<file path="src/hw/rtl/u8250_ram.sv">
// Generic single-write, single-read RAM with registered read data.
// No dependencies.
module u8250_ram #(
  parameter int WIDTH = 8,
  parameter int DEPTH = 16,
  parameter int AW    = (DEPTH > 1) ? $clog2(DEPTH) : 1
) (
  input  logic             clk,
  input  logic             wr_en,
  input  logic [AW-1:0]    wr_addr,
  input  logic [WIDTH-1:0] wr_data,
  input  logic [AW-1:0]    rd_addr,
  output logic [WIDTH-1:0] rd_data
);

  logic [WIDTH-1:0] mem_r [DEPTH];
  logic [WIDTH-1:0] rd_data_r;

  always_ff @(posedge clk) begin
    if (wr_en) begin
      mem_r[wr_addr] <= wr_data;
    end
    rd_data_r <= mem_r[rd_addr];
  end

  assign rd_data = rd_data_r;

endmodule

</file>
<file path="config.mk">
export PLATFORM = sky130hd
export DESIGN_NAME = u8250_ram
export DESIGN_NICKNAME = d
export VERILOG_FILES = /design/src/hw/rtl/u8250_ram.sv
export SDC_FILE = /design/constraint.sdc
export NUM_CORES = 1
export LEC_CHECK = 0
export BUFFER_PORTS_ARGS = -buffer_cell sky130_fd_sc_hd__buf_2
export CAP_MARGIN = 15
export CORE_ASPECT_RATIO = 1.2
export CORE_UTILIZATION = 30
export DETAILED_ROUTE_END_ITERATION = 7
export GPL_TIMING_DRIVEN = 0
export PLACE_DENSITY = 0.43
export RECOVER_POWER = 25
export SETUP_SLACK_MARGIN = 0.15
export SLEW_MARGIN = 20
export SYNTH_ARGS = -nofsm -noshare
export SYNTH_HDL_FRONTEND = slang
export SYNTH_SLANG_ARGS = --single-unit
export TNS_END_PERCENT = 5
</file>
<file path="constraint.sdc">
create_clock -name clk -period 4.3 [get_ports clk]
set_input_delay 0.86 -clock clk [delete_from_list [all_inputs] [get_ports clk]]
set_output_delay 0.86 -clock clk [all_outputs]
set_load 0.01 [all_outputs]
</file>
### Word level (Yosys, flattened, before mapping)

Memory sizes are Yosys's and may differ from the RTL's. A register that Yosys moved wholly into a read port is not among the register bits.
Index checks and enable logic that the tools add are counted.

* memory bits (writable): 128
* register bits after elaboration: 0
* output and inout bits: 8
* input port bits: 18
* logic and storage cells: 3
* bits in latches: 0
* ROM bits: 0
* memories kept: 1

* shift-type cells: 0
* $mul: 0
* div/mod/pow operators: 0
* multiplexer cells: 2
* reduce and logical (&&, ||, !) cells: 0
* bitwise logic cells: 0
* magnitude comparators: 0
* $add $sub $neg: 0
* equal/unequal tests: 0

Memories
* mem_r: words 16, width 8, read ports 1, clocked after Yosys merged registers in 1, wr ports 1, RTL line 16 `logic [WIDTH-1:0] mem_r [DEPTH];`

Operator list (count)
* 1-bit 2-to-1 mux: 2

### Longest topological paths before layout

Gate-level depths: netlist of run 1.

* depth in word-level cells: 2
* depth in mapped cells: 5
* mapped depth without buffers: 3

### Worst setup path after synthesis of run 1

OpenSTA, ideal clock, no wires.

* kind: input to register
* from: in wr_addr[2]
* to: mem mem_r[0][0] (enable)
* required time: 3.917 ns
* path buffers: 0
* stages: 2
* slack: 1.947 ns
* arrival time: 1.970 ns
* library setup time: 0.383 ns
* path through: or3b_2 -> nor3_1

RTL lines
* from (decl): RTL line 10 `input logic [AW-1:0] wr_addr,`
* to (decl): RTL line 16

Straight into the memory's write port.

### Final worst setup path of run 1

* from: in wr_addr[2]
* to: mem mem_r[1][6] (enable)

Straight into the memory's write port.

==> qor.txt, run 1 <==
FLOORPLAN
-------------------------------------------------------------------------------
Area of the core                                                    16900 sq um
Number of ports placed on the die boundary                                   26
Starting density of the core                                              0.305
Floorplan die width                                                 122 microns
Die extent in y                                                     145 microns
Core Rows                                                                    52
Die ar.                                                             17700 sq um

ROUTING
-------------------------------------------------------------------------------
Post-route antenna net violation count                                        0
Detailed Route Iter0 Violations                                             151
Remaining design rule violation count                                         0
Total via count after detailed routing                                     2364
Ratio of routed vias to standard cells                                     4.72
Mean routed wirelength per cell                                    21.7 microns
Total detailed-routing wirelength                                       10.9 mm
Detailed-routing iteration count for the pre-antenna-repair pass              6

GLOBAL ROUTING
-------------------------------------------------------------------------------
First-pass GRT wire length                                              15.7 mm
Tot GR Track Use                                                          0.134
Maximum number of pins on one net before global-route repair                 17
Remaining global-route overflow                                               0
Via count of the first global-routing pass                                 2409
Initial antenna violation count                                               0

CTS
-------------------------------------------------------------------------------
Number of setup buffers added after CTS                                       0
Worst-path clk slew                                                     0.05 ns
TritonCTS Buffers                                                            17
Buffer cell driving the clock tree root                            sky130_fd_sc_hd__clkbuf_16
Clk buf depth                                                                 2
CTS resizes                                                                   0
Clock latency on the worst-skew pair                                    0.42 ns
Maximum level of the CTS H-tree                                               4
Num Clock Sinks                                                             136
Clock tree from TritonCTS                                                   yes
Hold buffers post-CTS                                                         0

YOSYS
-------------------------------------------------------------------------------
Library cell with the largest summed area after synthesis          sky130_fd_sc_hd__edfxtp_1
Share of the yosys chip area belonging to registers                       0.778
Total of warnings raised by yosys                                             0
Top area cells in the synthesized netlist                          sky130_fd_sc_hd__edfxtp_1 75%, sky130_fd_sc_hd__mux4_2 7.9%, sky130_fd_sc_hd__mux4_1 7.1%
Post-synthesis average cell area                                     22.5 sq um
Seq cells post-synth                                                        136
Instance count of the mapped netlist                                        229
Summed instance area of the synthesized netlist                      5150 sq um
Proportion of netlist area held by the largest area contributor           0.747
Distinct cell type count of the synthesized netlist                          19
Post-Synthesis Net Count                                                    247

PWR
-------------------------------------------------------------------------------
Leak Pwr                                                                2.00 nW
Peak supply drop                                                     0.000221 V
Power per cell area                                                 489 nW/um^2
Total Power                                                             2.98 mW

FINISH
-------------------------------------------------------------------------------
Number of nets in the finished design                                       291
Most used cells in the layout excluding fill and tap cells         128 x sky130_fd_sc_hd__edfxtp_1, 22 x sky130_fd_sc_hd__buf_2, 18 x sky130_fd_sc_hd__mux4_2, 17 x sky130_fd_sc_hd__clkbuf_16, 16 x sky130_fd_sc_hd__a22oi_1
Number of diodes                                                              0
Share of the core filled with cells in the final layout                   0.362
Area occupied by multi-input gates                                   1080 sq um
Most common library cell in the layout ignoring fill and taps      sky130_fd_sc_hd__edfxtp_1
Finished Cell Area                                                   6100 sq um
Fraction of final layout cells sized beyond drive strength 1              0.277
Area grow syn2layout                                                      18.6%
Area occupied by registers                                           4000 sq um
Fillers                                                                    1560

STA
-------------------------------------------------------------------------------
Total Negative Setup Slacks                                                0 ns
Period utilization                                                        0.493
Final setup skew                                                     0.00986 ns
Setup repair after global routing missed its margin                       false
Worst Tran Pin Value                                                   0.906 ns
Worst slew margin relative to its limit                                   0.394
Total of endpoints with negative setup slack in the final report              0
Final WS setup                                                          2.18 ns
Minimum period implied by the final worst setup slack                   2.12 ns
Timing-limited maximum frequency                                        472 MHz
Count of endpoints failing hold in the final timing report                    0
Final slew viol count                                                         0

PLACE
-------------------------------------------------------------------------------
Placement Setup Slack                                                   1.66 ns
Final estimated routing congestion in global placement                    0.755
Detail Placement HPWL                                                   6.94 mm
Placed standard-cell area                                            5570 sq um
Number of buffers added on ports                                             24

CRITICAL PATH
-------------------------------------------------------------------------------
Critical path capture point type                                      flip-flop
Flop2flop setup slack                                                   2.82 ns
Arr. time, crit path                                                    2.16 ns
Worst setup path category                                          input port to flip-flop
Critical path peak fanout                                                     8
CP required                                                             4.34 ns
Startpoint types                                                     input port

FLOW RUN
-------------------------------------------------------------------------------
Reported max-cap violation count                                              0

HOLD PATH
-------------------------------------------------------------------------------
Type of the worst min-delay path                                   flip-flop to flip-flop

STATUS
-------------------------------------------------------------------------------
Result of the run                                                  finished clean

==> final timing paths <==
check / start / end / cells after the start
max: wr_addr[2] / mem_r[1][6] / 3
max reg2reg: mem_r[1][3] / rd_data[3] / 3
min: mem_r[6][0] / rd_data[0] / 3
min reg2reg: mem_r[6][0] / rd_data[0] / 3
==> power breakdown <==
group	total [mW]	switching (mW)	internal, mW
Clock	1.34	0.507	0.838
Combinational	0.148	0.0891	0.0585
Sequential	1.49	0.00635	1.48
Total	2.98	0.602	2.38
==> final cells by class <==
type	instances	share of cell area
buffer	10	0.0141
clock buffer	20	0.0715
sequential	136	0.656
clock inverter	11	0.0176
tap	216	0.0443
timing repair buffer	25	0.0199
multi-input combinational	83	0.177
==> worst max-delay path: stages <==
cell	delay, ns
sky130_fd_sc_hd__buf_2	0.12
sky130_fd_sc_hd__or3b_2	0.52
sky130_fd_sc_hd__nor2_1	0.66
==> through the flow <==
| step | cells | hold slack [ns] |
|---|---|---|
| 2_1_floorplan | 229 | 0.629 |
| 3_3_place_gp | 469 | 0.677 |
| 3_5_place_dp | 470 | 0.672 |
| 4_1_cts | 501 | 0.688 |
| 5_1_grt | 501 | 0.708 |
| 6_report | 501 | 0.685 |
==> cells by family (layout without fill, tap and decap cells) <==
group | after synthesis | count (layout) | synth area share
mux | 32 | 32 | 0.150
buf+inv | 10 | 66 | 0.0168
flops | 136 | 136 | 0.778
simple gates | 35 | 35 | 0.0318
compound gates | 16 | 16 | 0.0233
==> flip-flops by register name, summed over array words and instances (netlist names) <==
register,flops
mem_r,128
rd_data,8
==> metal layers <==
metal / track usage / up-vias / routed length, microns
li1: - / 1059 / -
met1: 0.183 / 1233 / 5140
met2: 0.193 / 59 / 5000
met3: 0.0447 / 13 / 542
met4: 0.0611 / 0 / 211
met5: 0 / - / 0
==> cells in the mapped netlist <==
| library cell | number |
|---|---|
| sky130_fd_sc_hd__a22oi_1 | 16 |
| sky130_fd_sc_hd__nand2_1 | 9 |
| sky130_fd_sc_hd__clkdlybuf4s25_2 | 3 |
| sky130_fd_sc_hd__buf_6 | 3 |
| sky130_fd_sc_hd__edfxtp_1 | 128 |
| sky130_fd_sc_hd__nand2b_1 | 2 |
| sky130_fd_sc_hd__nand3b_1 | 2 |
| sky130_fd_sc_hd__nor2b_1 | 1 |
| sky130_fd_sc_hd__dfxtp_1 | 8 |
| sky130_fd_sc_hd__mux4_1 | 14 |
| sky130_fd_sc_hd__buf_4 | 1 |
| sky130_fd_sc_hd__mux4_2 | 18 |
| sky130_fd_sc_hd__nor2_1 | 13 |
| sky130_fd_sc_hd__nor3_1 | 4 |
| sky130_fd_sc_hd__nand3_1 | 1 |
| sky130_fd_sc_hd__and2b_1 | 1 |
| sky130_fd_sc_hd__or3b_2 | 1 |
| sky130_fd_sc_hd__buf_2 | 3 |
| sky130_fd_sc_hd__and2_1 | 1 |
Note: power is estimated with default switching activity, not from simulation.
==> inputs of run 2 (changes only) <==
Clock period 4.3 ns to 2 ns, I/O delays scaled along.
==> qor.txt, run 2 (synthesis gave the netlist of run 1 again) <==
ROUTING
-------------------------------------------------------------------------------
Ratio of routed vias to standard cells                                     4.72   about the same
Mean routed wirelength per cell                                    21.7 microns   -0.24%
Detailed-routing iteration count for the pre-antenna-repair pass              4   -2
Total via count after detailed routing                                     2361   -0.13%
Total detailed-routing wirelength                                       10.8 mm   -0.44%
Remaining design rule violation count                                         0   unchanged
Post-route antenna net violation count                                        0   unchanged
Detailed Route Iter0 Violations                                             229   +52%

STA
-------------------------------------------------------------------------------
Minimum hold slack                                                     0.419 ns   -0.266 ns
Count of endpoints failing hold in the final timing report                    0   unchanged
Worst Tran Pin Value                                                   0.937 ns   +0.0318 ns
Final slew viol count                                                         0   unchanged
Final setup skew                                                     0.00528 ns   -0.00458 ns
Total of endpoints with negative setup slack in the final report              0   unchanged
Worst slew margin relative to its limit                                   0.373   -0.0213
Timing-limited maximum frequency                                        601 MHz
Minimum period implied by the final worst setup slack                   1.66 ns
Total Negative Setup Slacks                                                0 ns   unchanged
Setup repair after global routing missed its margin                       false
Final WS setup                                                         0.335 ns   -1.85 ns
Period utilization                                                        0.832

PLACE
-------------------------------------------------------------------------------
Final estimated routing congestion in global placement                    0.760   +0.68%
Number of buffers added on ports                                             24   unchanged
Detail Placement HPWL                                                   6.89 mm   -0.63%
Placement Setup Slack                                                 -0.153 ns   -1.82 ns

PWR
-------------------------------------------------------------------------------
Power Internal                                                          4.86 mW   +100%
Part of the power in combinational logic                                  0.052   +0.003
Leak Pwr                                                                1.97 nW   -1.5%
Peak supply drop                                                     0.000411 V   +86%
Switching part of the total power                                         0.210   +0.00800
Power per cell area                                                1020 nW/um^2   +110%
Power share of the sequential group                                       0.521   +0.021
Part of the power in the clock network                                    0.428   -0.023
Power dissipated by switching net loads                                 1.29 mW   +110%

CRITICAL PATH
-------------------------------------------------------------------------------
Flop2flop setup slack                                                   0.48 ns   -2.34 ns
Critical-path cell with the highest stage delay                    sky130_fd_sc_hd__nor2_1
Highest cell delay on the worst timing path                             0.66 ns   about the same
Crit path cell chain                                               buf_2 > or3b_2 > nor2_1
Startpoint types                                                     input port
Arr. time, crit path                                                    1.70 ns   -0.46 ns
Worst setup path category                                          input port to flip-flop
CP required                                                             2.04 ns   -2.30 ns
CP Buf/Inv Count                                                              1   unchanged
Critical path capture point type                                      flip-flop
Dominant delay contributor by cell family on the critical path     simple AND/OR/NAND/NOR gates
Critical path peak fanout                                                     8   unchanged

FINISH
-------------------------------------------------------------------------------
Most common library cell in the layout ignoring fill and taps      sky130_fd_sc_hd__edfxtp_1
Area occupied by registers                                           4000 sq um   unchanged
Most used cells in the layout excluding fill and tap cells         128 x sky130_fd_sc_hd__edfxtp_1, 22 x sky130_fd_sc_hd__buf_2, 18 x sky130_fd_sc_hd__mux4_2, 17 x sky130_fd_sc_hd__clkbuf_16, 16 x sky130_fd_sc_hd__a22oi_1
Area grow syn2layout                                                      17.5%
Number of nets in the finished design                                       290   -0.34%
Area occupied by multi-input gates                                   1080 sq um   unchanged
Number of diodes                                                              0   unchanged
Fraction of final layout cells sized beyond drive strength 1              0.275   -0.00255
Fillers                                                                    1561   +0.064%
Max FFs per register                                                        128   unchanged
Register name with the most flops                                         mem_r

CTS
-------------------------------------------------------------------------------
Number of setup buffers added after CTS                                       0   unchanged
Clock latency on the worst-skew pair                                    0.41 ns   about the same
Maximum level of the CTS H-tree                                               4   unchanged
Clk buf depth                                                                 2   unchanged
TritonCTS Buffers                                                            17   unchanged
Num Clock Sinks                                                             136   unchanged
Hold buffers post-CTS                                                         0   unchanged
CTS resizes                                                                   0   unchanged
Worst-path clk slew                                                     0.05 ns   about the same
Buffer cell driving the clock tree root                            sky130_fd_sc_hd__clkbuf_16
Clock tree from TritonCTS                                                   yes

GLOBAL ROUTING
-------------------------------------------------------------------------------
Remaining global-route overflow                                               0   unchanged
Initial antenna violation count                                               0   unchanged
First-pass GRT wire length                                              16.0 mm   +2.2%
Tot GR Track Use                                                          0.135   +0.00150
Maximum number of pins on one net before global-route repair                 17   unchanged
Via count of the first global-routing pass                                 2477   +2.8%

FLOORPLAN
-------------------------------------------------------------------------------
Die extent in y                                                     145 microns   unchanged
Core Rows                                                                    52   unchanged
Number of ports placed on the die boundary                                   26   unchanged
Area of the core                                                    16900 sq um   unchanged
Die ar.                                                             17700 sq um   unchanged
Floorplan die width                                                 122 microns   unchanged
Starting density of the core                                              0.305   unchanged

FLOW RUN
-------------------------------------------------------------------------------
Reported max-cap violation count                                              0   unchanged

HOLD PATH
-------------------------------------------------------------------------------
Type of the worst min-delay path                                   input port to flip-flop

STATUS
-------------------------------------------------------------------------------
Result of the run                                                  finished clean

-- run 2: changes by cell type in the layout (fill, tap and decap cells not counted) --
cell	before	now
sky130_fd_sc_hd__buf_4	2	1
sky130_fd_sc_hd__bufinv_16	2	0
sky130_fd_sc_hd__clkinv_2	5	6
sky130_fd_sc_hd__clkinvlp_4	2	3
-- run 2: through the flow --
step	std cells	area, sq um	total power [mW]	utilization
after floorplan	229	5150	3.43	-
after global placement	469	5540	3.58	0.329
after detailed placement	469	5560	3.59	0.330
after CTS	500	6050	6.22	0.359
after global routing	500	6050	6.35	0.359
final	500	6050	6.15	0.359
-- run 2: path summary, 6_finish.rpt --
kind	endpoint	from	depth (start not counted)
min reg2reg	rd_data[3]	mem_r[14][3]	3
max reg2reg	rd_data[2]	mem_r[1][2]	3
max	mem_r[3][5]	wr_addr[2]	3
min	mem_r[2][4]	wr_data[4]	1
-- run 2: layer usage --
layer / global-route usage / vias up / routed length, microns
met3: 0.0447 / 13 / 418
met4: 0.0481 / 0 / 139
met5: 0 / - / 0
met2: 0.199 / 52 / 5100
li1: - / 1055 / -
met1: 0.187 / 1241 / 5190
-- run 2: cell type report --
cell class	instances	area share
Clock inverter	11	0.00993
Clock buffer	20	0.0722
Sequential cell	136	0.662
Timing Repair Buffer	24	0.0188
Multi-Input combinational cell	83	0.178
Buffer	10	0.0143
Tap cell	216	0.0447
-- run 2: worst reg2reg max path, delay by kind of cell (launching register included) --
kind,cells,cell delay (ns)
muxes,1,0.56
DFF,1,0.34
and+or+nand+nor,1,0.13
AOI/OAI and AO/OA,1,0.36
-- run 2: power by group through the flow --
stage / logic (mW) / registers (mW) / clock network [mW]
2_1_floorplan: 0.162 / 3.27 / 0
3_3_place_gp: 0.326 / 3.26 / 0
3_5_place_dp: 0.329 / 3.26 / 0
4_1_cts: 0.329 / 3.20 / 2.69
5_1_grt: 0.348 / 3.21 / 2.80
6_report: 0.319 / 3.20 / 2.63
==> inputs of run 3 (changes only) <==
Settings changed: ABC_AREA set to 1.
Clock period 2 ns to 1.65 ns, I/O delays scaled along.
==> qor.txt, run 3 <==
STATUS
--------------------------------------------------------------------------------
Result of the run                                                   finished clean

CRITICAL PATH
--------------------------------------------------------------------------------
Startpoint types                                                      input port
Worst setup path category                                           input port to flip-flop
Highest cell delay on the worst timing path                              0.77 ns   +0.11 ns
Critical-path cell with the highest stage delay                     sky130_fd_sc_hd__nor2_1
Critical path capture point type                                       flip-flop
Arr. time, crit path                                                     1.47 ns   -0.23 ns
Crit path cell chain                                                buf_2 > nand3b_1 > nor2_1
Critical path peak fanout                                                      8   unchanged
CP required                                                              1.69 ns   -0.35 ns

YOSYS
--------------------------------------------------------------------------------
Summed instance area of the synthesized netlist                       5770 sq um   +12%
Post-Synthesis Net Count                                                     569   +130%
Count leader, synth                                                 sky130_fd_sc_hd__nand2_1
EDFF count, synth                                                            128   unchanged
Instance count of the mapped netlist                                         551   +140%
Post-synthesis average cell area                                      10.5 sq um   -53%
Distinct cell type count of the synthesized netlist                           12   -7
Seq cells post-synth                                                         136   unchanged
Share of async-settable or async-resettable flops after synthesis              0   unchanged
Proportion of netlist area held by the largest area contributor            0.667   -0.0802
Ys flop type                                                        sky130_fd_sc_hd__edfxtp_1
Top area cells in the synthesized netlist                           sky130_fd_sc_hd__edfxtp_1 67%, sky130_fd_sc_hd__nand2_1 11%, sky130_fd_sc_hd__nand3_1 8.4%
Share of the yosys chip area belonging to registers                        0.694   -0.0835
Library cell with the largest summed area after synthesis           sky130_fd_sc_hd__edfxtp_1
Post-synth top cells                                                173 x sky130_fd_sc_hd__nand2_1, 128 x sky130_fd_sc_hd__edfxtp_1, 100 x sky130_fd_sc_hd__inv_1
Total of warnings raised by yosys                                              0   unchanged

FINISH
--------------------------------------------------------------------------------
Most common library cell in the layout ignoring fill and taps       sky130_fd_sc_hd__nand2_1
Fillers                                                                     1940   +24%
Area grow syn2layout                                                       17.9%
Number of diodes                                                               0   unchanged
Area occupied by multi-input gates                                    1210 sq um   +13%
Area occupied by registers                                            4000 sq um   unchanged
Most used cells in the layout excluding fill and tap cells          173 x sky130_fd_sc_hd__nand2_1, 128 x sky130_fd_sc_hd__edfxtp_1, 100 x sky130_fd_sc_hd__inv_1, 97 x sky130_fd_sc_hd__nand3_1, 30 x sky130_fd_sc_hd__buf_2
Fraction of final layout cells sized beyond drive strength 1               0.116   -0.159
Register name with the most flops                                          mem_r
Max FFs per register                                                         128   unchanged
Number of nets in the finished design                                        610   +110%

FLOORPLAN
--------------------------------------------------------------------------------
Die ar.                                                              19800 sq um   +12%
Core Rows                                                                     55   +5.8%
Floorplan die width                                                  129 microns   +5.7%
Die extent in y                                                      154 microns   +5.8%
Area of the core                                                     18900 sq um   +12%
Starting density of the core                                               0.306   +0.000375
Number of ports placed on the die boundary                                    26   unchanged

CTS
--------------------------------------------------------------------------------
Buffer cell driving the clock tree root                             sky130_fd_sc_hd__clkbuf_16
Num Clock Sinks                                                              136   unchanged
Clk buf depth                                                                  2   unchanged
Worst-path clk slew                                                      0.06 ns   about the same
Number of setup buffers added after CTS                                        0   unchanged
Clock latency on the worst-skew pair                                     0.42 ns   about the same
Hold buffers post-CTS                                                          0   unchanged
CTS resizes                                                                    0   unchanged
Clock tree from TritonCTS                                                    yes
Maximum level of the CTS H-tree                                                4   unchanged
TritonCTS Buffers                                                             17   unchanged

ROUTING
--------------------------------------------------------------------------------
Total detailed-routing wirelength                                        15.2 mm   +40%
Detailed-routing iteration count for the pre-antenna-repair pass               5   +1
Post-route antenna net violation count                                         0   unchanged
Ratio of routed vias to standard cells                                      4.40   -6.7%
Detailed Route Iter0 Violations                                              241   +5.2%
Remaining design rule violation count                                          0   unchanged
Mean routed wirelength per cell                                     17.7 microns   -18%
Total via count after detailed routing                                      3787   +60%

GLOBAL ROUTING
--------------------------------------------------------------------------------
First-pass GRT wire length                                               23.2 mm   +44%
Initial antenna violation count                                                0   unchanged
Maximum number of pins on one net before global-route repair                  17   unchanged
Via count of the first global-routing pass                                  3775   +52%
Tot GR Track Use                                                           0.168   +0.0320
Remaining global-route overflow                                                0   unchanged

STA
--------------------------------------------------------------------------------
Minimum period implied by the final worst setup slack                    1.43 ns
Final slew viol count                                                          0   unchanged
Final WS setup                                                          0.216 ns   -0.119 ns
Worst slew margin relative to its limit                                    0.367   -0.00586
Worst Tran Pin Value                                                    0.946 ns   +0.00875 ns
Final setup skew                                                      0.00596 ns   +0.000677 ns
Total of endpoints with negative setup slack in the final report               0   unchanged
Count of endpoints failing hold in the final timing report                     0   unchanged
Setup repair after global routing missed its margin                        false
Timing-limited maximum frequency                                         697 MHz
Period utilization                                                         0.869

PLACE
--------------------------------------------------------------------------------
Detail Placement HPWL                                                    10.4 mm   +50%
Number of buffers added on ports                                              22   -8.3%
Placement Setup Slack                                                  -0.205 ns   -0.0530 ns
Final estimated routing congestion in global placement                     0.830   +9.2%

HOLD PATH
--------------------------------------------------------------------------------
Type of the worst min-delay path                                    input port to flip-flop

FLOW RUN
--------------------------------------------------------------------------------
Reported max-cap violation count                                               0   unchanged

PWR
--------------------------------------------------------------------------------
Leak Pwr                                                                 2.89 nW   +47%
Total Power                                                              8.35 mW   +36%
Peak supply drop                                                      0.000612 V   +49%
Power per cell area                                                 1230 nW/um^2   +21%

-- run 3: cell type report --
| class | count | share of cell area |
|---|---|---|
| sequential | 136 | 0.589 |
| inverter | 102 | 0.0563 |
| timing repair buffer | 22 | 0.0153 |
| clock buffer | 18 | 0.0631 |
| buffer | 24 | 0.0245 |
| multi-input combinational | 289 | 0.179 |
| clock inverter | 13 | 0.0263 |
| tap | 256 | 0.0471 |
-- run 3: final timing paths --
check	from	cells past startpoint	slack (ns)	end
setup reg to reg	mem_r[1][1]	6	0.59	rd_data[1]
hold / removal	rd_addr[2]	4	0.36	rd_data[0]
hold reg to reg	mem_r[12][2]	6	0.67	rd_data[2]
setup / recovery	wr_addr[2]	3	0.22	mem_r[9][3]
-- run 3: critical path, delay by kind of cell --
family                 cells  cell delay (ns)
buffers and inverters      1             0.11
and+or+nand+nor            2             1.02
-- run 3: per-layer routing --
| metal | GRT usage | up-vias | part of all wire |
|---|---|---|---|
| met1 | 0.208 | 1825 | 0.43 |
| met2 | 0.286 | 89 | 0.51 |
| met3 | 0.0365 | 15 | 0.038 |
| met4 | 0.0577 | 0 | 0.014 |
| li1 | - | 1858 | - |
| met5 | 0 | - | 0 |
-- run 3: metrics by stage --
| stage | cells | TNS, ns | util | instance area [sq um] | hold slack, ns |
|---|---|---|---|---|---|
| after global routing | 860 | 0 | 0.361 | 6800 | 0.382 |
| after floorplan | 551 | 0 | - | 5770 | 0.429 |
| final | 860 | 0 | 0.361 | 6800 | 0.361 |
| after detailed placement | 829 | -9.33 | 0.329 | 6200 | 0.667 |
| after CTS | 860 | 0 | 0.361 | 6810 | 0.325 |
| after global placement | 829 | -7.40 | 0.329 | 6200 | 0.663 |
-- run 3: where the power goes --
group	leakage, nW	total (mW)	internal, mW	switching [mW]
Clock	0.291	3.95	2.51	1.44
Combinational	1.37	0.518	0.146	0.372
Sequential	1.22	3.88	3.86	0.0189
-- run 3: cell families (layout without fill, tap and decap cells) --
| family | Yosys count | after routing | synth area share |
|---|---|---|---|
| AND/OR/NAND/NOR | 289 | 289 | 0.210 |
| flip-flops | 136 | 136 | 0.694 |
| buffers and inverters | 126 | 179 | 0.0952 |
